$ cat src/rtl/core/vfs_pkg.sv
// Shared types and constants of the VCOM flicker search block.
`default_nettype none

package vfs_pkg;

	// One input transaction: a start request or one flicker measurement.
	typedef struct packed {
		logic        mode;
		logic [15:0] flicker;
		logic        sensor_timeout;
		logic [15:0] elapsed_ms;
	} in_item_t;

	// One result transaction: the VCOM to apply next and a status code.
	typedef struct packed {
		logic [7:0] vcom;
		logic [2:0] status;
	} out_item_t;

	// Configuration register file as seen by the search logic.
	typedef struct packed {
		logic [7:0]  start_vcom;
		logic [7:0]  vcom_min;
		logic [7:0]  vcom_max;
		logic [15:0] target_flicker;
		logic [15:0] coarse_threshold;
		logic [15:0] time_limit_ms;
	} cfg_t;

	typedef enum logic [2:0] {
		PH_IDLE,
		PH_WARM,
		PH_COARSE0,
		PH_COARSE,
		PH_SAMPLE,
		PH_WALK,
		PH_CHECK,
		PH_DONE
	} phase_t;

	// Input mode codes.
	localparam logic MODE_START   = 1'b0;
	localparam logic MODE_MEASURE = 1'b1;

	// Result status codes.
	localparam logic [2:0] ST_CONTINUE   = 3'd0;
	localparam logic [2:0] ST_SUCCESS    = 3'd1;
	localparam logic [2:0] ST_TIMEOUT    = 3'd2;
	localparam logic [2:0] ST_TIME_LIMIT = 3'd3;
	localparam logic [2:0] ST_RANGE      = 3'd4;

	// Configuration register indexes.
	localparam int unsigned CFG_IDX_W = 3;
	localparam logic [CFG_IDX_W-1:0] REG_START_VCOM       = 3'd0;
	localparam logic [CFG_IDX_W-1:0] REG_VCOM_MIN         = 3'd1;
	localparam logic [CFG_IDX_W-1:0] REG_VCOM_MAX         = 3'd2;
	localparam logic [CFG_IDX_W-1:0] REG_TARGET_FLICKER   = 3'd3;
	localparam logic [CFG_IDX_W-1:0] REG_COARSE_THRESHOLD = 3'd4;
	localparam logic [CFG_IDX_W-1:0] REG_TIME_LIMIT_MS    = 3'd5;
	localparam int unsigned CFG_DATA_W = 16;

	// Configuration reset values.
	localparam logic [7:0]  START_VCOM_RST       = 8'h8B;
	localparam logic [7:0]  VCOM_MIN_RST         = 8'h05;
	localparam logic [7:0]  VCOM_MAX_RST         = 8'hA0;
	localparam logic [15:0] TARGET_FLICKER_RST   = 16'd192;
	localparam logic [15:0] COARSE_THRESHOLD_RST = 16'd1600;
	localparam logic [15:0] TIME_LIMIT_MS_RST    = 16'd30000;

	// Search constants.
	localparam int unsigned VCOM_W = 12;
	localparam logic [1:0]  WARMUP_LAST    = 2'd2;
	localparam logic signed [VCOM_W-1:0] COARSE_STRIDE = 12'sd10;
	localparam logic signed [VCOM_W-1:0] JUMP_WALK     = 12'sd5;
	localparam logic [15:0] BEST_RESET     = 16'd4080;
	localparam logic [7:0]  BEST_VCOM_RST  = 8'h8B;
	localparam logic [2:0]  REVERSAL_LIMIT = 3'd3;

	// Stride is floor(flicker / 160) = floor(floor(flicker / 32) / 5); the
	// division by five is a multiply by ceil(2^18 / 5), exact for 16-bit values.
	localparam int unsigned STRIDE_W = 9;
	localparam logic [15:0] DIV5_MUL = 16'd52429;
	localparam int unsigned DIV5_SHIFT = 18;

endpackage

`default_nettype wire

$ cat src/rtl/core/vfs_stride.sv
// Walk stride from a flicker value: max(1, floor(flicker / 160)).
`default_nettype none

module vfs_stride (
	input  wire logic [15:0]                  flicker,
	output logic      [vfs_pkg::STRIDE_W-1:0] stride
);

	logic [10:0] coarse_part;
	logic [26:0] product;
	logic [vfs_pkg::STRIDE_W-1:0] quotient;

	assign coarse_part = flicker[15:5];
	assign product = {16'd0, coarse_part} * {11'd0, vfs_pkg::DIV5_MUL};
	assign quotient = product[vfs_pkg::DIV5_SHIFT +: vfs_pkg::STRIDE_W];
	assign stride = (quotient == '0) ? vfs_pkg::STRIDE_W'(1) : quotient;

endmodule

`default_nettype wire

$ cat src/rtl/core/vfs_ctrl.sv
// Search state registers, phase sequencer and next-VCOM datapath.
`default_nettype none

module vfs_ctrl #(
	parameter int unsigned SAMPLE_COUNT = 3
) (
	input  wire logic              clk,
	input  wire logic              arst_n,
	input  wire logic              advance,
	input  wire vfs_pkg::in_item_t item,
	input  wire vfs_pkg::cfg_t     cfg,
	output vfs_pkg::out_item_t     result
);

	localparam int unsigned SCW = (SAMPLE_COUNT > 2) ? $clog2(SAMPLE_COUNT) : 1;
	localparam logic [SCW-1:0] SAMPLE_LAST = SCW'(SAMPLE_COUNT - 1);

	// Saturate a signed VCOM to the 8-bit output range.
	function automatic logic [7:0] sat_vcom(input logic signed [vfs_pkg::VCOM_W-1:0] v);
		logic [7:0] r;
		if (v[vfs_pkg::VCOM_W-1]) begin
			r = 8'd0;
		end else if (|v[vfs_pkg::VCOM_W-2:8]) begin
			r = 8'hFF;
		end else begin
			r = v[7:0];
		end
		return r;
	endfunction

	function automatic logic signed [vfs_pkg::VCOM_W-1:0] widen(input logic [7:0] v);
		return $signed({4'b0000, v});
	endfunction

	vfs_pkg::phase_t phase_q, phase_n;
	logic [1:0]  warm_q, warm_n;
	logic signed [vfs_pkg::VCOM_W-1:0] vcom_q, vcom_n;
	logic [15:0] best_flk_q, best_flk_n;
	logic [7:0]  best_vcom_q, best_vcom_n;
	logic [15:0] samp_flk_q, samp_flk_n;
	logic [7:0]  samp_vcom_q, samp_vcom_n;
	logic [SCW-1:0] samp_cnt_q, samp_cnt_n;
	logic        walk_down_q, walk_down_n;
	logic [2:0]  rev_q, rev_n;
	logic [2:0]  status;

	logic [vfs_pkg::STRIDE_W-1:0] stride;
	logic signed [vfs_pkg::VCOM_W-1:0] delta;
	logic        better, worse, coarse_hit, check_ok, time_over, warm_last, samp_last;
	logic [15:0] best_after;
	logic [2:0]  rev_sum;
	logic        rev_hit;

	vfs_stride u_stride (
		.flicker (item.flicker),
		.stride  (stride)
	);

	assign better     = item.flicker < best_flk_q;
	assign best_after = better ? item.flicker : best_flk_q;
	assign worse      = item.flicker > best_after;
	assign coarse_hit = item.flicker < cfg.coarse_threshold;
	assign check_ok   = item.flicker < cfg.target_flicker;
	assign time_over  = item.elapsed_ms > cfg.time_limit_ms;
	assign warm_last  = warm_q == vfs_pkg::WARMUP_LAST;
	assign samp_last  = samp_cnt_q == SAMPLE_LAST;
	assign rev_sum    = rev_q + {2'b00, worse};
	assign rev_hit    = rev_sum > vfs_pkg::REVERSAL_LIMIT;
	assign delta      = walk_down_q ? -$signed({3'b000, stride}) : $signed({3'b000, stride});

	// Datapath and result.
	always_comb begin
		logic signed [vfs_pkg::VCOM_W-1:0] vt;
		logic in_range;
		vt          = vcom_q;
		in_range    = 1'b0;
		vcom_n      = vcom_q;
		warm_n      = warm_q;
		best_flk_n  = best_flk_q;
		best_vcom_n = best_vcom_q;
		samp_flk_n  = samp_flk_q;
		samp_vcom_n = samp_vcom_q;
		samp_cnt_n  = samp_cnt_q;
		walk_down_n = walk_down_q;
		rev_n       = rev_q;
		status      = vfs_pkg::ST_CONTINUE;
		if (item.mode == vfs_pkg::MODE_START) begin
			vcom_n      = widen(cfg.start_vcom);
			best_vcom_n = cfg.start_vcom;
			best_flk_n  = vfs_pkg::BEST_RESET;
			warm_n      = 2'd0;
			samp_cnt_n  = '0;
			rev_n       = 3'd0;
			walk_down_n = 1'b0;
		end else if (phase_q == vfs_pkg::PH_IDLE || phase_q == vfs_pkg::PH_DONE) begin
			vcom_n = vcom_q;
		end else if (item.sensor_timeout) begin
			status = vfs_pkg::ST_TIMEOUT;
		end else if (phase_q == vfs_pkg::PH_WARM) begin
			warm_n = warm_q + 2'd1;
			if (warm_last) begin
				warm_n   = 2'd0;
				in_range = (vcom_q > widen(cfg.vcom_min)) && (vcom_q < widen(cfg.vcom_max));
				status   = in_range ? vfs_pkg::ST_CONTINUE : vfs_pkg::ST_RANGE;
			end
		end else begin
			if (better) begin
				best_flk_n  = item.flicker;
				best_vcom_n = vcom_q[7:0];
			end
			case (phase_q)
				vfs_pkg::PH_COARSE0: begin
					if (!coarse_hit) begin
						vt = widen(cfg.vcom_min) + vfs_pkg::COARSE_STRIDE;
					end
				end
				vfs_pkg::PH_COARSE: begin
					vt = vcom_q + vfs_pkg::COARSE_STRIDE;
				end
				vfs_pkg::PH_SAMPLE: begin
					if (samp_cnt_q == '0) begin
						samp_flk_n  = item.flicker;
						samp_vcom_n = vcom_q[7:0];
					end
					samp_cnt_n = samp_cnt_q + SCW'(1);
					vt = vcom_q + $signed({3'b000, stride});
					if (samp_last) begin
						walk_down_n = samp_flk_q < item.flicker;
						vt = (samp_flk_q < item.flicker) ?
							widen(samp_vcom_q) - 12'sd1 : vcom_q + 12'sd1;
					end
				end
				vfs_pkg::PH_WALK: begin
					rev_n = rev_sum;
					vt = vcom_q + delta + (worse ? delta : 12'sd0);
					if (rev_hit) begin
						vt = widen(best_vcom_n);
					end
				end
				default: begin
					if (!check_ok) begin
						walk_down_n = 1'b0;
						best_flk_n  = vfs_pkg::BEST_RESET;
						vt          = widen(cfg.vcom_min) + vfs_pkg::JUMP_WALK;
						rev_n       = 3'd0;
					end
				end
			endcase
			vcom_n   = vt;
			in_range = (vt > widen(cfg.vcom_min)) && (vt < widen(cfg.vcom_max));
			if (phase_q == vfs_pkg::PH_CHECK && check_ok) begin
				status = vfs_pkg::ST_SUCCESS;
			end else if (time_over) begin
				status = vfs_pkg::ST_TIME_LIMIT;
			end else begin
				status = in_range ? vfs_pkg::ST_CONTINUE : vfs_pkg::ST_RANGE;
			end
		end
		result.vcom   = sat_vcom(vcom_n);
		result.status = status;
	end

	// Phase sequencer.
	always_comb begin
		phase_n = phase_q;
		if (item.mode == vfs_pkg::MODE_START) begin
			phase_n = vfs_pkg::PH_WARM;
		end else if (status != vfs_pkg::ST_CONTINUE) begin
			phase_n = vfs_pkg::PH_DONE;
		end else begin
			unique case (phase_q)
				vfs_pkg::PH_WARM:    phase_n = warm_last ? vfs_pkg::PH_COARSE0 : vfs_pkg::PH_WARM;
				vfs_pkg::PH_COARSE0: phase_n = coarse_hit ? vfs_pkg::PH_SAMPLE : vfs_pkg::PH_COARSE;
				vfs_pkg::PH_COARSE:  phase_n = coarse_hit ? vfs_pkg::PH_SAMPLE : vfs_pkg::PH_COARSE;
				vfs_pkg::PH_SAMPLE:  phase_n = samp_last ? vfs_pkg::PH_WALK : vfs_pkg::PH_SAMPLE;
				vfs_pkg::PH_WALK:    phase_n = rev_hit ? vfs_pkg::PH_CHECK : vfs_pkg::PH_WALK;
				vfs_pkg::PH_CHECK:   phase_n = vfs_pkg::PH_WALK;
				default:             phase_n = phase_q;
			endcase
		end
	end

	always_ff @(posedge clk or negedge arst_n) begin
		if (!arst_n) begin
			phase_q     <= vfs_pkg::PH_IDLE;
			warm_q      <= 2'd0;
			vcom_q      <= widen(vfs_pkg::START_VCOM_RST);
			best_flk_q  <= vfs_pkg::BEST_RESET;
			best_vcom_q <= vfs_pkg::BEST_VCOM_RST;
			samp_cnt_q  <= '0;
			walk_down_q <= 1'b0;
			rev_q       <= 3'd0;
		end else if (advance) begin
			phase_q     <= phase_n;
			warm_q      <= warm_n;
			vcom_q      <= vcom_n;
			best_flk_q  <= best_flk_n;
			best_vcom_q <= best_vcom_n;
			samp_cnt_q  <= samp_cnt_n;
			walk_down_q <= walk_down_n;
			rev_q       <= rev_n;
		end
	end

	// Sample capture holds no reset value; it is written before it is read.
	always_ff @(posedge clk) begin
		if (advance) begin
			samp_flk_q  <= samp_flk_n;
			samp_vcom_q <= samp_vcom_n;
		end
	end

endmodule

`default_nettype wire

$ cat src/rtl/core/vcom_flicker_search.sv
// Top level of the VCOM flicker search: ports, configuration, input and result registers.
// An accepted transaction waits in the input register and has its result registered in the
// result register once that register is free, from where it can be taken.
// Throughput: one transaction per cycle, set by the single update pass between the input
// register and the result register; a stalled result register holds the input register.
// Reset: arst_n clears all control state asynchronously and loads the configuration defaults.
`default_nettype none

module vcom_flicker_search #(
	parameter int unsigned SAMPLE_COUNT = 3
) (
	input  wire logic                             clk,
	input  wire logic                             arst_n,
	input  wire logic                             in_valid,
	output logic                                  in_stall,
	input  wire vfs_pkg::in_item_t                in_data,
	output logic                                  out_valid,
	input  wire logic                             out_stall,
	output vfs_pkg::out_item_t                    out_data,
	input  wire logic                             cfg_we,
	input  wire logic [vfs_pkg::CFG_IDX_W-1:0]    cfg_index,
	input  wire logic [vfs_pkg::CFG_DATA_W-1:0]   cfg_wdata
);

	vfs_pkg::cfg_t      cfg_q;
	vfs_pkg::in_item_t  item_s1;
	logic               valid_s1;
	vfs_pkg::out_item_t result;
	vfs_pkg::out_item_t out_q;
	logic               out_valid_q;
	logic               advance;

	// The item in the input register is processed whenever the result register
	// is empty or its current transaction leaves in this cycle. The input
	// register in turn takes a new transaction whenever it is empty or advancing,
	// so one further transaction can wait in the input register while a result is held.
	assign advance  = valid_s1 && (!out_valid_q || !out_stall);
	assign in_stall = valid_s1 && !advance;

	// Configuration registers. Writes with an index beyond the list are dropped.
	always_ff @(posedge clk or negedge arst_n) begin
		if (!arst_n) begin
			cfg_q.start_vcom       <= vfs_pkg::START_VCOM_RST;
			cfg_q.vcom_min         <= vfs_pkg::VCOM_MIN_RST;
			cfg_q.vcom_max         <= vfs_pkg::VCOM_MAX_RST;
			cfg_q.target_flicker   <= vfs_pkg::TARGET_FLICKER_RST;
			cfg_q.coarse_threshold <= vfs_pkg::COARSE_THRESHOLD_RST;
			cfg_q.time_limit_ms    <= vfs_pkg::TIME_LIMIT_MS_RST;
		end else if (cfg_we) begin
			unique case (cfg_index)
				vfs_pkg::REG_START_VCOM:       cfg_q.start_vcom       <= cfg_wdata[7:0];
				vfs_pkg::REG_VCOM_MIN:         cfg_q.vcom_min         <= cfg_wdata[7:0];
				vfs_pkg::REG_VCOM_MAX:         cfg_q.vcom_max         <= cfg_wdata[7:0];
				vfs_pkg::REG_TARGET_FLICKER:   cfg_q.target_flicker   <= cfg_wdata;
				vfs_pkg::REG_COARSE_THRESHOLD: cfg_q.coarse_threshold <= cfg_wdata;
				vfs_pkg::REG_TIME_LIMIT_MS:    cfg_q.time_limit_ms    <= cfg_wdata;
				default: ;
			endcase
		end
	end

	// Input register valid flag.
	always_ff @(posedge clk or negedge arst_n) begin
		if (!arst_n) begin
			valid_s1 <= 1'b0;
		end else if (in_valid && !in_stall) begin
			valid_s1 <= 1'b1;
		end else if (advance) begin
			valid_s1 <= 1'b0;
		end
	end

	// Input register payload.
	always_ff @(posedge clk) begin
		if (in_valid && !in_stall) begin
			item_s1 <= in_data;
		end
	end

	// The search state and its single update pass.
	vfs_ctrl #(
		.SAMPLE_COUNT (SAMPLE_COUNT)
	) u_ctrl (
		.clk     (clk),
		.arst_n  (arst_n),
		.advance (advance),
		.item    (item_s1),
		.cfg     (cfg_q),
		.result  (result)
	);

	// Result register valid flag: loaded on advance, cleared once taken.
	always_ff @(posedge clk or negedge arst_n) begin
		if (!arst_n) begin
			out_valid_q <= 1'b0;
		end else if (advance) begin
			out_valid_q <= 1'b1;
		end else if (!out_stall) begin
			out_valid_q <= 1'b0;
		end
	end

	// Result register payload.
	always_ff @(posedge clk) begin
		if (advance) begin
			out_q <= result;
		end
	end

	assign out_valid = out_valid_q;
	assign out_data  = out_q;

endmodule

`default_nettype wire

$ cat config.mk
export PLATFORM = sky130hd
export DESIGN_NAME = vcom_flicker_search
export DESIGN_NICKNAME = d
export VERILOG_FILES = /design/src/rtl/core/vfs_pkg.sv /design/src/rtl/core/vfs_stride.sv /design/src/rtl/core/vfs_ctrl.sv /design/src/rtl/core/vcom_flicker_search.sv
export SDC_FILE = /design/constraint.sdc
export NUM_CORES = 1
export LEC_CHECK = 0
export ABC_AREA = 1
export BUFFER_PORTS_ARGS = -buffer_cell sky130_fd_sc_hd__buf_2
export CORE_UTILIZATION = 50
export DETAILED_ROUTE_END_ITERATION = 12
export PLACE_DENSITY = 0.7
export SYNTH_ARGS = -nofsm -noshare
export SYNTH_HDL_FRONTEND = slang
export SYNTH_SLANG_ARGS = --single-unit
$ cat constraint.sdc
create_clock -name clk -period 8 [get_ports clk]
set_input_delay 0.8 -clock clk [delete_from_list [all_inputs] [get_ports clk]]
set_output_delay 0.8 -clock clk [all_outputs]
set_load 0.01 [all_outputs]
======== Yosys cells after proc, flatten, opt, wreduce, memory -nomap -nowiden ========
Cells that the tools add are included.
storage, ports and cells
  input port bits ......................... 58
  register bits ........................... 190
operators by class
  equality and inequality tests ........... 26
  bitwise logic cells ..................... 3
  $lt $le $gt $ge ......................... 11
  muxes and demuxes ....................... 73
  multiply operators ...................... 1
  add/sub/neg operators ................... 12
  reductions and logical operators ........ 36
operator list
  kind                    count
  $mux 12                 15
  $mux 16                 7
  $lt 16x16->1            4
  $mux 3                  17
  $mux 8                  6
  $pmux 12 s4             1
  $gt 16x16->1            2
  $mul 11x16->27 const B  1
  $add 12x12->12          2
  $gt 12x9->1             2
  $lt 12x9->1             2
  $mux 2                  12
  $eq 3x3->1 const B      6
  $pmux 3 s5              1
  $reduce_and 2->1        7
  $reduce_and 7->1        2
  $add 12x10->12          1
  $add 12x2->12 const B   1
  $add 12x5->12 const B   1
  $eq 3x2->1 const B      4
  $neg 9->12              1
  $mux 1                  11
  $ne 2x2->1 const B      5
  $add 8x3->9 const B     1
  29 further kinds        50

======== Depth between registers and ports, before layout ========
  depth after elaboration ................. 25
  depth in mapped cells ................... 60
  gate-level depth less buffers ........... 60

======== Hierarchy ========
A second synthesis with hierarchy kept.
second synthesis, totals
  cells, all modules ...................... 2240
  area, all modules ....................... 16943.8 um2
modules (own cells, without submodules)
  module               instances  area each (um2)  cells each
  vfs_ctrl             1          9419.0           1370
  vcom_flicker_search  1          4329.2           377
  vfs_stride           1          3195.6           493

======== Least setup slack after synthesis ========
OpenSTA, ideal clock, no wires.
  kind .................................... reg2reg
  from .................................... register item_s1[30] in the netlist's numbering
  to ...................................... register u_ctrl.phase_q[0]
  stages on the path, launching flop included .. 56
  data required time ...................... 7.866 ns
  slack ................................... -0.566 ns
  library setup time ...................... 0.134 ns
  path buffers ............................ 0
  arrival time ............................ 8.432 ns
  cell sequence ........................... edfxtp_1 > ha_1 > inv_1 > fa_1 > inv_1 > fa_1 > inv_1 > fa_1 > inv_1 > fa_1 > ha_1 > nand2_1 > nor2_1 > inv_1 > nor2_2 > a21oi_1 > o21bai_1 > xor2_1 > [... 20 more ...] > xor2_1 > a2111oi_0 > a31oi_1 > ha_1 > nand2_1 > inv_1 > nand3_1 > o211ai_1 > a31oi_1 > nand4_1 > a21oi_1 > nand2_1 > nand2_1 > nand2_1 > nand2_2 > nand3_1 > nand2_1 > o21ai_0
on the way
  longest elaborated chain between the ends .. 25
RTL lines
  what                                                         line                       RTL
  start, declared                                              vcom_flicker_search.sv:26  vfs_pkg::in_item_t item_s1;
  start signal, assigned                                       vcom_flicker_search.sv:76  item_s1 <= in_data;
  $mul 11x16->27                                               vfs_stride.sv:14           assign product = {16'd0, coarse_part} * {11'd0, vfs_pkg::DIV5_MUL};
  $logic_not 9->1                                              vfs_stride.sv:16           assign stride = (quotient == '0) ? vfs_pkg::STRIDE_W'(1) : quotient;
  $mux 9                                                       vfs_stride.sv:16
  $neg 9->12                                                   vfs_ctrl.sv:69             assign delta = walk_down_q ? -$signed({3'b000, stride}) : $signed({3'b000, stride});
  $mux 12                                                      vfs_ctrl.sv:69
  $add 12x12->12 or $mux 12 (tied branches)                    vfs_ctrl.sv:135            vt = vcom_q + delta + (worse ? delta : 12'sd0);
  $add 12x12->12                                               vfs_ctrl.sv:135
  $mux 12                                                      vfs_ctrl.sv:136            if (rev_hit) begin
  [... 9 more ...]                                             --
  $mux 3                                                       vfs_ctrl.sv:151            if (phase_q == vfs_pkg::PH_CHECK && check_ok) begin
  $mux 3                                                       vfs_ctrl.sv:99             end else if (phase_q == vfs_pkg::PH_WARM) begin
  $mux 3                                                       vfs_ctrl.sv:97             end else if (item.sensor_timeout) begin
  $mux 3                                                       vfs_ctrl.sv:95             end else if (phase_q == vfs_pkg::PH_IDLE || phase_q == vfs_pkg::PH_DONE) begin
  $mux 3                                                       vfs_ctrl.sv:87             if (item.mode == vfs_pkg::MODE_START) begin
  $reduce_bool 3->1                                            vfs_ctrl.sv:168            end else if (status != vfs_pkg::ST_CONTINUE) begin
  $ne 7x2->1 (no source line) or $mux 3 (tied branches)        --
  $reduce_and 2->1 (no source line) or $mux 3 (tied branches)  --
  end signal, assigned                                         vfs_ctrl.sv:185            phase_q <= vfs_pkg::PH_IDLE;
  end signal, assigned                                         vfs_ctrl.sv:194            phase_q <= phase_n;
  end, declared                                                vfs_ctrl.sv:35             vfs_pkg::phase_t phase_q, phase_n;
Parallel ways exist; a longest one is shown, timed or not. The select of a mux whose other input is x is not followed.
A chain may end at the register's enable or synchronous reset.

======== Worst setup path in the final report ========
  from .................................... register item_s1[28] in the netlist's numbering
  to ...................................... register u_ctrl.phase_q[2]
The elaborated chain is that of the path after synthesis.

==> impl_metrics.ini <==
[run_status]
status = complete, but fails checks
violations = negative setup slack

[synth]
synth_compound_area_share_pct = 14.3
synth-edff-count = 69
yosys.area_share.simple_pct = 20.2
seq_area_frac_synth_pct = 31.2
yosys-top-cells-count = 481 x nand2_1, 381 x inv_1, 235 x ha_1, 181 x o21ai_0, 130 x nor2_1
yosys_warnings = 0
syn_area_per_cell_um2 = 7.72
yosys.area.top_type = ha_1
synth_top_family_by_area = adder cells
postSynthCellCount = 2133
async_reset_ff_share_pct = 63.7
synth_fp_nets = 2466
yosys.area_share.xor_xnor_pct = 1.70
yosysMostFrequentCell = nand2_1
ys_seq_elements = 190
synth_top_area_share_pct = 17.8
muxShareOfSynthArea_pct = 0
yosys_most_used_dff = dfrtp_1
synth_fa_ha_area_share_pct = 22.7
syn_area_um2 = 16500
synth.distinct_cells = 56
ys_top_cells_by_area = ha_1 18%, dfrtp_1 13%, edfxtp_1 13%

[cts]
htreeDepth = 4
clk_latency_ps = 440
hold_buffers = 0
cts_tree = yes
clkTransAtPathRegs_ps = 70
cts_buffers = 17
root_buffer = clkbuf_16
cts_sinks = 190
clock_path_buffers = 2

[placement]
port_buffers = 70
place_ws_ps = -895
place_congestion = 0.998
dpl.hpwl_um = 36000
placedInstanceArea_um2 = 18400

[timing]
final_hold_viol_count = 0
setup_ws_ps = -757
clock.fmax_ghz = 0.114
skew_ps = 8.44
worst_slew_pin_slew_ps = 1070
relSlewSlack_pct = 28.4
rsz0062_at_grt = true
drv_slew = 0
finalSetupViolations = 12
fin_crit_ps = 8760
finalCritPeriodShare_pct = 109

[pwr]
leakage_nw = 9.86
powerDensity_nw_per_um2 = 470
vdd_drop_max_mv = 0.291

[critical_path]
crit_buf_inv = 8
path_depth = 54
worstPathRequired_ps = 8340
crit_family = adder cells
worstReg2RegStart = item_s1[28]$_DFFE_PP_
crit_path_end_kind = register
crit_path_start_kind = register
cp_max_fo = 4
reg2reg_to = u_ctrl.phase_q[2]$_DFFE_PN0P_
crit_end = u_ctrl.phase_q[2]$_DFFE_PN0P_
r2r_setup_slack_ps = -760
path_class = register to register
r2r_cells = 54
setup.worst_path.start = item_s1[28]$_DFFE_PP_
cp_data_arrival_time_ps = 9100
cp_slowest_cell = fa_1
critical_path.max_stage_delay_ps = 540

[route]
avgViaCountPerCell = 5.42
routed_wl_um = 45900
drtPass1Iterations = 5
vias = 15200
drc = 0
ant_nets = 0
wl_per_cell_um = 16.4
first_iter_violations = 1002

[global_routing]
track_usage_pct = 28.2
grt_pass1_vias = 15100
grt_max_degree = 68
antenna_found_initial = 0
grt_pass1_wl_um = 74800
grt_overflow_total = 0

[floorplan]
placementRows = 66
die_area_um2 = 33700
die_y_um = 184
core_um2 = 32500
die_w_um = 184
ios = 71
start_util_pct = 50.8

[layout]
seq_area_um2 = 5140
drive_above_1_share_pct = 19.2
n_antenna_cell = 0
synthToLayoutAreaGrowth_pct = 18.9
multi_input_comb_area_um2 = 10200
nFillCells = 2880
fin_nets = 2680
fin_area_um2 = 19600

[worst_hold_path]
holdCritPathClass = primary input to asynchronous set/reset pin

[job]
maxCapViolCount = 0
metrics by stage:
stage          setup TNS (ps)  total power, W  hold slack, ps  instances  util [%]
5_1_grt                -10420          0.0101             454       2802      60.3
6_report                -4310         0.00921             390       2802      60.3
4_1_cts                 -2580         0.00871             419       2792      59.4
3_3_place_gp            -2960         0.00733             454       2745      56.8
2_1_floorplan           -1190         0.00523             434       2133         -
3_5_place_dp            -5250         0.00748             473       2745      56.8
cell families (layout without fill, tap and decap cells):
logic type / Yosys count / in the layout
fa+ha+maj: 275 / 275
compound gates: 415 / 415
xor+xnor: 32 / 32
simple gates: 790 / 790
flops: 190 / 190
buf+inv: 431 / 658
what timing repair did:
item,CTS,global route
pin swaps,45,34
setup buffers,15,11
endpoints found under the setup margin,13,20
resized for setup,37,63
gates cloned,0,0
how the worst min path moves through the flow:
stage,slack [ps],cells after the start,end,startpoint
after floorplan,430,2,out_valid$_DFFE_PN0P_,valid_s1$_DFFE_PN0P_
after detailed placement,470,2,cfg_q[18]$_DFFE_PN0P_,cfg_q[18]$_DFFE_PN0P_
final,390,1,u_ctrl.vcom_q[10]$_DFFE_PN0P_,arst_n
after global placement,450,2,out_valid$_DFFE_PN0P_,valid_s1$_DFFE_PN0P_
after global routing,450,1,u_ctrl.vcom_q[10]$_DFFE_PN0P_,arst_n
after CTS,420,1,u_ctrl.vcom_q[10]$_DFFE_PN0P_,arst_n
worst reg2reg max path: cells and delay by family (launching register included):
kind / cells / cell delay (ps)
AOI/OAI and AO/OA: 9 / 1200
xor gates and xnor gates: 3 / 640
adders and majority gates: 10 / 3710
buffers and inverters: 8 / 430
DFF: 1 / 500
and+or+nand+nor: 24 / 2160
per-layer routing:
metal	wire length (µm)	track usage, %	share of wire (%)
met3	2800	3.68	6.1
met1	20000	36.4	44
met4	1470	10.6	3.2
met5	0	0	0
met2	21600	47.9	47
flip-flops by register name, summed over array words and instances, names as in the netlist, 3 cells and up:
signal              count
cfg_q                  72
item_s1                34
u_ctrl.best_flk_q      16
u_ctrl.samp_flk_q      16
u_ctrl.vcom_q          12
out_data               11
u_ctrl.best_vcom_q      8
u_ctrl.samp_vcom_q      8
u_ctrl.phase_q          3
u_ctrl.rev_q            3
power by group:
group | total [W] | internal (W) | switching [W]
Clock | 0.000793 | 0.000417 | 0.000376
Combinational | 0.00698 | 0.00305 | 0.00393
Sequential | 0.00144 | 0.00125 | 0.000189
cell usage in the layout (no fill, tap or decap), types with 10 or more instances in the layout:
cell / n
ha_4: 15
nand4_1: 20
buf_4: 162
nand2_2: 28
nor3_1: 21
a21oi_1: 115
xor2_1: 22
o21ai_0: 173
clkbuf_16: 17
o211ai_1: 15
nand2_1: 462
edfxtp_1: 69
dfstp_2: 36
a31oi_1: 14
nand3_1: 78
inv_2: 21
dfrtp_1: 85
buf_2: 69
ha_1: 219
fa_1: 36
inv_1: 365
nor2_1: 117
nand3_2: 14
o21bai_1: 10
nor2_2: 15
layout make-up:
cell class | instances | share of cell area (%)
inverter | 390 | 7.50
multi-input combinational | 1512 | 52.3
timing repair buffer | 236 | 8.31
clock inverter | 12 | 0.434
tap | 442 | 2.82
sequential | 190 | 26.3
clock buffer | 20 | 2.34
No activity file was read; power rests on OpenSTA's default activity.
